===== src/hw/rtl/cbt_pkg.sv =====
package cbt_pkg;

	localparam int MAX_DEPTH_LIMIT = 12;
	localparam int HEAP_WORDS      = 1024;
	localparam int ADDR_W          = $clog2(HEAP_WORDS);

	localparam logic [2:0] FUNC_CLEAR  = 3'd0;
	localparam logic [2:0] FUNC_SETBIT = 3'd1;
	localparam logic [2:0] FUNC_WRITE  = 3'd2;
	localparam logic [2:0] FUNC_READ   = 3'd3;
	localparam logic [2:0] FUNC_REDUCE = 3'd4;

	typedef struct packed {
		logic [2:0]  func;
		logic [12:0] node_id;
		logic [3:0]  depth;
		logic [12:0] value;
	} cbt_in_t;

	typedef struct packed {
		logic [12:0] read_data;
		logic        status;
	} cbt_out_t;

	// classified command handed from front to back
	typedef struct packed {
		logic [2:0]  func;
		logic        bad;
		logic [12:0] node_id;
		logic [3:0]  depth;
		logic [3:0]  md;
		logic [12:0] value;
	} cbt_cmd_t;

endpackage


===== src/hw/rtl/cbt_front.sv =====
module cbt_front (
	input  logic             clk,
	input  logic             arst_n,
	input  logic             push,
	output logic             full,
	input  cbt_pkg::cbt_in_t in_data,
	input  logic             cfg_we,
	input  logic [3:0]       cfg_wdata,
	output logic             cmd_valid,
	input  logic             cmd_ready,
	output cbt_pkg::cbt_cmd_t cmd
);
	import cbt_pkg::*;

	logic [3:0] max_depth_q;
	logic [3:0] md;
	logic       cmd_valid_q;
	cbt_cmd_t   cmd_q;

	always_ff @(posedge clk or negedge arst_n) begin
		if (!arst_n) begin
			max_depth_q <= 4'd12;
		end else if (cfg_we) begin
			max_depth_q <= cfg_wdata;
		end
	end

	assign md = (max_depth_q > 4'(MAX_DEPTH_LIMIT)) ? 4'(MAX_DEPTH_LIMIT) : max_depth_q;
	assign full = cmd_valid_q && !cmd_ready;

	always_ff @(posedge clk or negedge arst_n) begin
		if (!arst_n) begin
			cmd_valid_q <= 1'b0;
		end else if (!full) begin
			cmd_valid_q <= push;
		end
	end

	always_ff @(posedge clk) begin
		if (!full && push) begin
			cmd_q.func    <= in_data.func;
			cmd_q.bad     <= (in_data.func != FUNC_CLEAR) && (in_data.func <= FUNC_REDUCE)
			                 && (in_data.depth > md);
			cmd_q.node_id <= in_data.node_id;
			cmd_q.depth   <= in_data.depth;
			cmd_q.md      <= md;
			cmd_q.value   <= in_data.value;
		end
	end

	assign cmd_valid = cmd_valid_q;
	assign cmd       = cmd_q;
endmodule


===== config.mk =====
export PLATFORM = sky130hd
export DESIGN_NAME = cbt_front
export DESIGN_NICKNAME = d
export VERILOG_FILES = /design/src/hw/rtl/cbt_pkg.sv /design/src/hw/rtl/cbt_front.sv
export SDC_FILE = /design/constraint.sdc
export NUM_CORES = 1
export LEC_CHECK = 0
export ABC_AREA = 1
export BUFFER_PORTS_ARGS = -buffer_cell sky130_fd_sc_hd__buf_2
export CAP_MARGIN = 0
export CORE_MARGIN = 3
export CORE_UTILIZATION = 46
export DETAILED_ROUTE_END_ITERATION = 7
export PLACE_DENSITY = 0.91
export SLEW_MARGIN = 30
export SYNTH_ARGS = -nofsm -noshare
export SYNTH_HDL_FRONTEND = slang
export SYNTH_SLANG_ARGS = --single-unit

===== constraint.sdc =====
create_clock -name clk -period 7.4 [get_ports clk]
set_input_delay 0.37 -clock clk [delete_from_list [all_inputs] [get_ports clk]]
set_output_delay 0.37 -clock clk [all_outputs]
set_load 0.01 [all_outputs]

==> results.cfg, run 1 <==
[clock_network]
h-tree-depth = 2
clk_latency_ns = 0.33
clock_sinks = 43
cts.clk_slew.worst_paths_ns = 0.11
hold_buffers = 1
cts_buffer_depth = 2
ctsRootBufferMaster = clkbuf_4
cts_setup_buffers = 0
cts_tree = yes
cts_made_buffers = 5
ctsResizeCount = 0

[synthesis]
syn-cell-area_mm2 = 0.00149
seq_area_frac_synth_pct = 85.4
synthTopCellsByArea = edfxtp_1 (77%), dfrtp_1 (5.1%), dfstp_2 (3.5%)
yosysUniqueCellTypes = 13
syn_avg_cell_area_um2 = 16.9
yosys.area.top_type_share_pct = 76.8
syn_nets = 134
synth_top_area_cell = edfxtp_1
synth_warnings = 0
ys_ff_latch = 43
synth_cells = 88

[timing]
rsz0062_at_grt = false
layout_min_cycle_time_ns = 1.50
final-setup-viol-count = 0
setup_tns_ns = 0
relSlewSlack_pct = 70.6
setup_ws_ns = 5.90
period_share_pct = 20.3
finalHoldViolCount = 0
max_slew.worst_pin.slew_ns = 0.440
fin_worst_skew_ns = 0.00439
maxSlewViolCount = 0
fmax_mhz = 665

[global_routing]
overflow = 0
grt_pass1_wl_mm = 4.40
grt_max_degree = 39
track_usage_pct = 15.5
grt_pass1_vias = 958
antenna_found_initial = 0

[outcome]
run_status = completed

[routing]
final_antenna_net_count = 0
firstDrtPassIters = 4
drcViolationCount = 0
vias_per_cell = 4.49
drt-total-wl_mm = 2.85
drtIter0Drc = 28
wire_per_inst_um = 12.9
num_vias = 992

[pwr]
p_comb_share_pct = 11.9
swShare_pct = 22.6
clockPowerShare_pct = 23.4
power_density_mw_per_mm2 = 217
ir_drop_mv = 0.0985
seq_power_share_pct = 64.7
leakagePower_nw = 0.933
power_switching_uw = 100
p_int_uw = 342

[placed_design]
dp_cells = 211
hpwlAfterDp_mm = 2.30
gp_congestion = 0.697
port_buffers = 81
pre_cts_slack_ns = 5.65

[worst_setup_path]
start_kind = flop
cp.arrival_ns = 1.60
path_class = reg -> reg
cp_max_fo = 4
crit_path_end_kind = flop
cp.required_ns = 7.50

[cells_and_area]
drive_above_1_share_pct = 52.0
diodes = 0
final_util_pct = 66.2
nets = 222
finalNonFillerCells = 221
syn_to_final_growth_pct = 37.1

[floorplanning]
die_y_um = 62.8
fp.dieW_um = 62.8
num_rows = 20
io_pins = 82
fp.dieArea_mm2 = 0.00395
coreArea_mm2 = 0.00308
initial_core_util_pct = 48.3

[worst_hold_path]
min_path_type = in -> reg

[job]
drv_cap = 0
==> cell type report <==
| type | instances | area (µm²) |
|---|---|---|
| multi-input cells | 29 | 165 |
| well taps | 44 | 55.1 |
| clock inverters | 2 | 12.5 |
| fillers | 223 | 1040 |
| inverters | 14 | 52.6 |
| flip-flops and latches | 43 | 1270 |
| repair buffers | 83 | 443 |
| clock buffers | 6 | 41.3 |
==> placed cells by master (no fill, tap or decap) <==
master         synthesis  final
buf_16                 0      1
nand3_1                1      1
inv_1                 14     14
clkinv_2               0      1
nand4_1                1      1
edfxtp_1              38     38
dfrtp_1                3      3
o21ai_0                4      4
nor2_1                 3      2
buf_2                  0     81
a21oi_1                3      3
dlygate4sd3_1          0      1
clkinvlp_4             0      1
clkbuf_1               2      1
o21ai_1                1      1
nor2_4                 0      1
nand2_1               12     12
clkbuf_4               0      5
dfstp_2                2      2
ha_1                   4      4
==> power groups by stage <==
stage	logic, mW	registers (mW)	clock network [mW]
4_1_cts	0.0509	0.287	0.106
3_3_place_gp	0.0481	0.291	0
2_1_floorplan	0.0153	0.299	0
5_1_grt	0.0591	0.288	0.116
6_report	0.0527	0.286	0.104
3_5_place_dp	0.0504	0.292	0
==> metal layers <==
layer / track usage, % / wire length [µm]
met1: 15.6 / 1050
met2: 26.8 / 1450
met3: 6.29 / 290
met4: 9.09 / 56
met5: 0 / 0
==> sequential cells by signal, summed over array words and instances (netlist names) <==
register and flops:
cmd 38, max_depth_q 4, cmd_valid 1
==> cells by family (layout without fill, tap and decap cells) <==
kind of cell	count (synthesis)	after routing	share of synthesized area, %
AOI/OAI and AO/OA	8	8	2.69
DFF	43	43	85.4
adders and majority gates	4	4	3.37
and+or+nand+nor	17	17	4.55
buffers and inverters	16	105	4.04
==> synth_stat cells <==
master,instances
dfrtp_1,3
a21oi_1,3
dfstp_2,2
nand4_1,1
edfxtp_1,38
nand3_1,1
nor2_1,3
clkbuf_1,2
ha_1,4
o21ai_0,4
inv_1,14
nand2_1,12
o21ai_1,1
==> metrics by stage <==
stage,total power [mW],hold slack [ns],cell area [µm²]
5_1_grt,0.463,0.176,2040
3_3_place_gp,0.339,0.183,1950
3_5_place_dp,0.343,0.186,1950
6_report,0.442,0.203,2040
4_1_cts,0.444,0.191,2010
2_1_floorplan,0.315,0.0744,1490
==> worst paths after layout <==
kind	slack, ns	to	start	cells after the start
min in group asynchronous	0.37	cmd_valid	arst_n	2
max in group asynchronous	6.82	max_depth_q[2]	arst_n	2
max	5.90	cmd[34]	max_depth_q[3]	7
min	0.20	cmd[25]	in_data[21]	1
max reg2reg	5.90	cmd[34]	max_depth_q[3]	7
min reg2reg	0.51	cmd_valid	cmd_valid	2
==> critical path: stages, from the launching register on <==
cell	delay, ns
dfstp_2	0.56
a21oi_1	0.08
inv_1	0.06
ha_1	0.23
nand2_1	0.07
nand2_1	0.05
a21oi_1	0.16
nor2_1	0.06
Note: power is estimated with default switching activity, not from simulation.
==> run 2, diff against run 1 <==
CORE_UTILIZATION = 43   (was 46)
PLACE_DENSITY = 0.87   (was 0.91)
clock period = 1.5 ns   (was 7.4 ns; I/O delays follow)
==> run 2 against run 1 <==
Compared with the run above:
- the flow now finishes with violations (setup timing)
- cell area up 25%
- clock skew up 0.0027 ns
- core utilization up 14 points
- sequential power rose to 5.0 times the previous value
- critical path depth unchanged
- sequential share of layout area down 12 points
==> results.cfg, run 2 (synthesis results as in run 1) <==
[cells_and_area]
drive_above_1_share_pct = 47.2
diodes = 0
mostFrequentLayoutCell = buf_2
finalNonFillerCells = 262
final_area_mm2 = 0.00254
final_cell_mix = buf_2 (81), dlygate4sd3_1 (41), edfxtp_1 (38)
largest_reg_flops = 38
nets = 263
syn_to_final_growth_pct = 70.9

[placed_design]
place_area_mm2 = 0.00197
port_buffers = 81
hpwlAfterDp_mm = 2.48
gp_congestion = 0.723
dp_cells = 212

[clock_network]
cts_buffer_depth = 2
cts_tree = yes
clk_latency_ns = 0.34
cts.clk_slew.worst_paths_ns = 0.12
clock_sinks = 43
ctsRootBufferMaster = clkbuf_4
cts_made_buffers = 5
h-tree-depth = 2

[routing]
num_vias = 1224
vias_per_cell = 4.67
final_antenna_net_count = 0
drt-total-wl_mm = 4.41
firstDrtPassIters = 4
drtIter0Drc = 48
drcViolationCount = 0
wire_per_inst_um = 16.8

[timing]
relSlewSlack_pct = 86.2
finalHoldViolCount = 0
rsz0062_at_grt = true
max_slew.worst_pin.slew_ns = 0.207
fmax_mhz = 658
period_share_pct = 101
whs_ns = 0.00811
final-setup-viol-count = 1
layout_min_cycle_time_ns = 1.52
setup_ws_ns = -0.0207
maxSlewViolCount = 0
fin_worst_skew_ns = 0.00707

[pwr]
p_int_mw = 2.12
p_comb_share_pct = 14.9
swShare_pct = 21.2
leakagePower_nw = 1.13
seq_power_share_pct = 52.8
ir_drop_mv = 0.850
power_switching_uw = 570
clockPowerShare_pct = 32.3
power_density_mw_per_mm2 = 1060

[worst_setup_path]
cp.arrival_ns = 1.62
worst_r2r_path_depth = 7
crit_path_end_kind = flop
r2r_start = max_depth_q[2]
max_stage_delay_ns = 0.59
reg2reg_to = cmd[34]
startpoint = max_depth_q[2]
rrSetupSlack_ns = -0.02
cp_max_fo = 4
start_kind = flop
path_class = reg -> reg
cp.required_ns = 1.60
critPathSlowestCell = dfstp_2
crit_chain = a21oi_2 -> inv_2 -> ha_4 -> nand2_2 -> nand2_2 -> a21oi_2 -> nor2_1

[floorplanning]
fp.dieW_um = 64.8
initial_core_util_pct = 46.8
fp.dieArea_mm2 = 0.00420
num_rows = 20
coreArea_mm2 = 0.00318
io_pins = 82
die_y_um = 64.8

[outcome]
run_status = finished, violations left
failed_checks = setup timing

[global_routing]
grt_pass1_wl_mm = 6.40
antenna_found_initial = 0
track_usage_pct = 21.2
grt_max_degree = 39
overflow = 0
grt_pass1_vias = 1262

[worst_hold_path]
worstHoldEndpoint = cmd_valid
hold_depth = 4
hp-start = cmd_ready
min_path_type = in -> reg

[job]
drv_cap = 0
[run 2: changes by cell type in the layout (fill, tap and decap cells not counted), moves of 2 or more]
cell / change
ha_4: +3
bufinv_16: +2
nand2_1: -2
ha_1: -3
inv_2: +2
nand2_2: +2
a21oi_1: -3
inv_1: -2
dlygate4sd3_1: +40
a21oi_2: +3
[run 2: power by group through the flow]
| stage | Combinational, mW | Sequential (mW) | Clock [mW] |
|---|---|---|---|
| floorplan | 0.0788 | 1.47 | 0 |
| global placement | 0.248 | 1.44 | 0 |
| detailed placement | 0.264 | 1.44 | 0 |
| CTS | 0.365 | 1.41 | 0.871 |
| global route | 0.434 | 1.42 | 0.927 |
| finish | 0.400 | 1.42 | 0.869 |
[run 2: layout make-up]
cell class	instances	area, µm²
Clock buffer	6	41.3
Tap cell	44	55.1
Fill cell	162	638
Inverter	14	52.6
Timing Repair Buffer	124	843
Multi-Input combinational cell	29	219
Sequential cell	43	1270
Clock inverter	2	60.1
[run 2: worst max-delay path by stage]
stage	slack [ns]	to
2_1_floorplan	-0.05	cmd[0]
3_3_place_gp	0.10	cmd[34]
3_5_place_dp	-0.04	cmd[34]
4_1_cts	0.005	cmd[34]
5_1_grt	-0.08	cmd[34]
6_report	-0.02	cmd[34]
[run 2: repair_timing]
item                       CTS  global route
setup endpoints to repair    1             2
hold buffers                41             0
hold endpoints to repair    43             0
gates resized for setup      4             6
pin swaps                    3             8
buffers inserted             0             1
[run 2: worst max-delay path, delay by kind of cell, from the launching register on]
family          cells  cell delay [ns]
buf+inv             1             0.07
fa+ha+maj           1             0.21
simple gates        3             0.21
compound gates      2             0.21
flops               1             0.59
[run 2: routing by layer]
metal	wire (µm)	vias to the layer above	global-route usage [%]
met3	435	9	7.45
met4	63	0	6.07
li1	-	562	-
met5	0	-	0
met2	2310	67	39.5
met1	1600	586	22.2
[run 2: stage by stage]
stage | power [mW] | utilization, % | setup TNS, ns | setup slack (ns)
2_1_floorplan | 1.55 | - | -1.90 | -0.0499
3_3_place_gp | 1.68 | 61.9 | 0 | 0.105
3_5_place_dp | 1.70 | 61.9 | -0.0352 | -0.0352
4_1_cts | 2.65 | 78.7 | 0 | 0.00509
5_1_grt | 2.78 | 79.9 | -0.0847 | -0.0824
6_report | 2.69 | 79.9 | -0.0207 | -0.0207
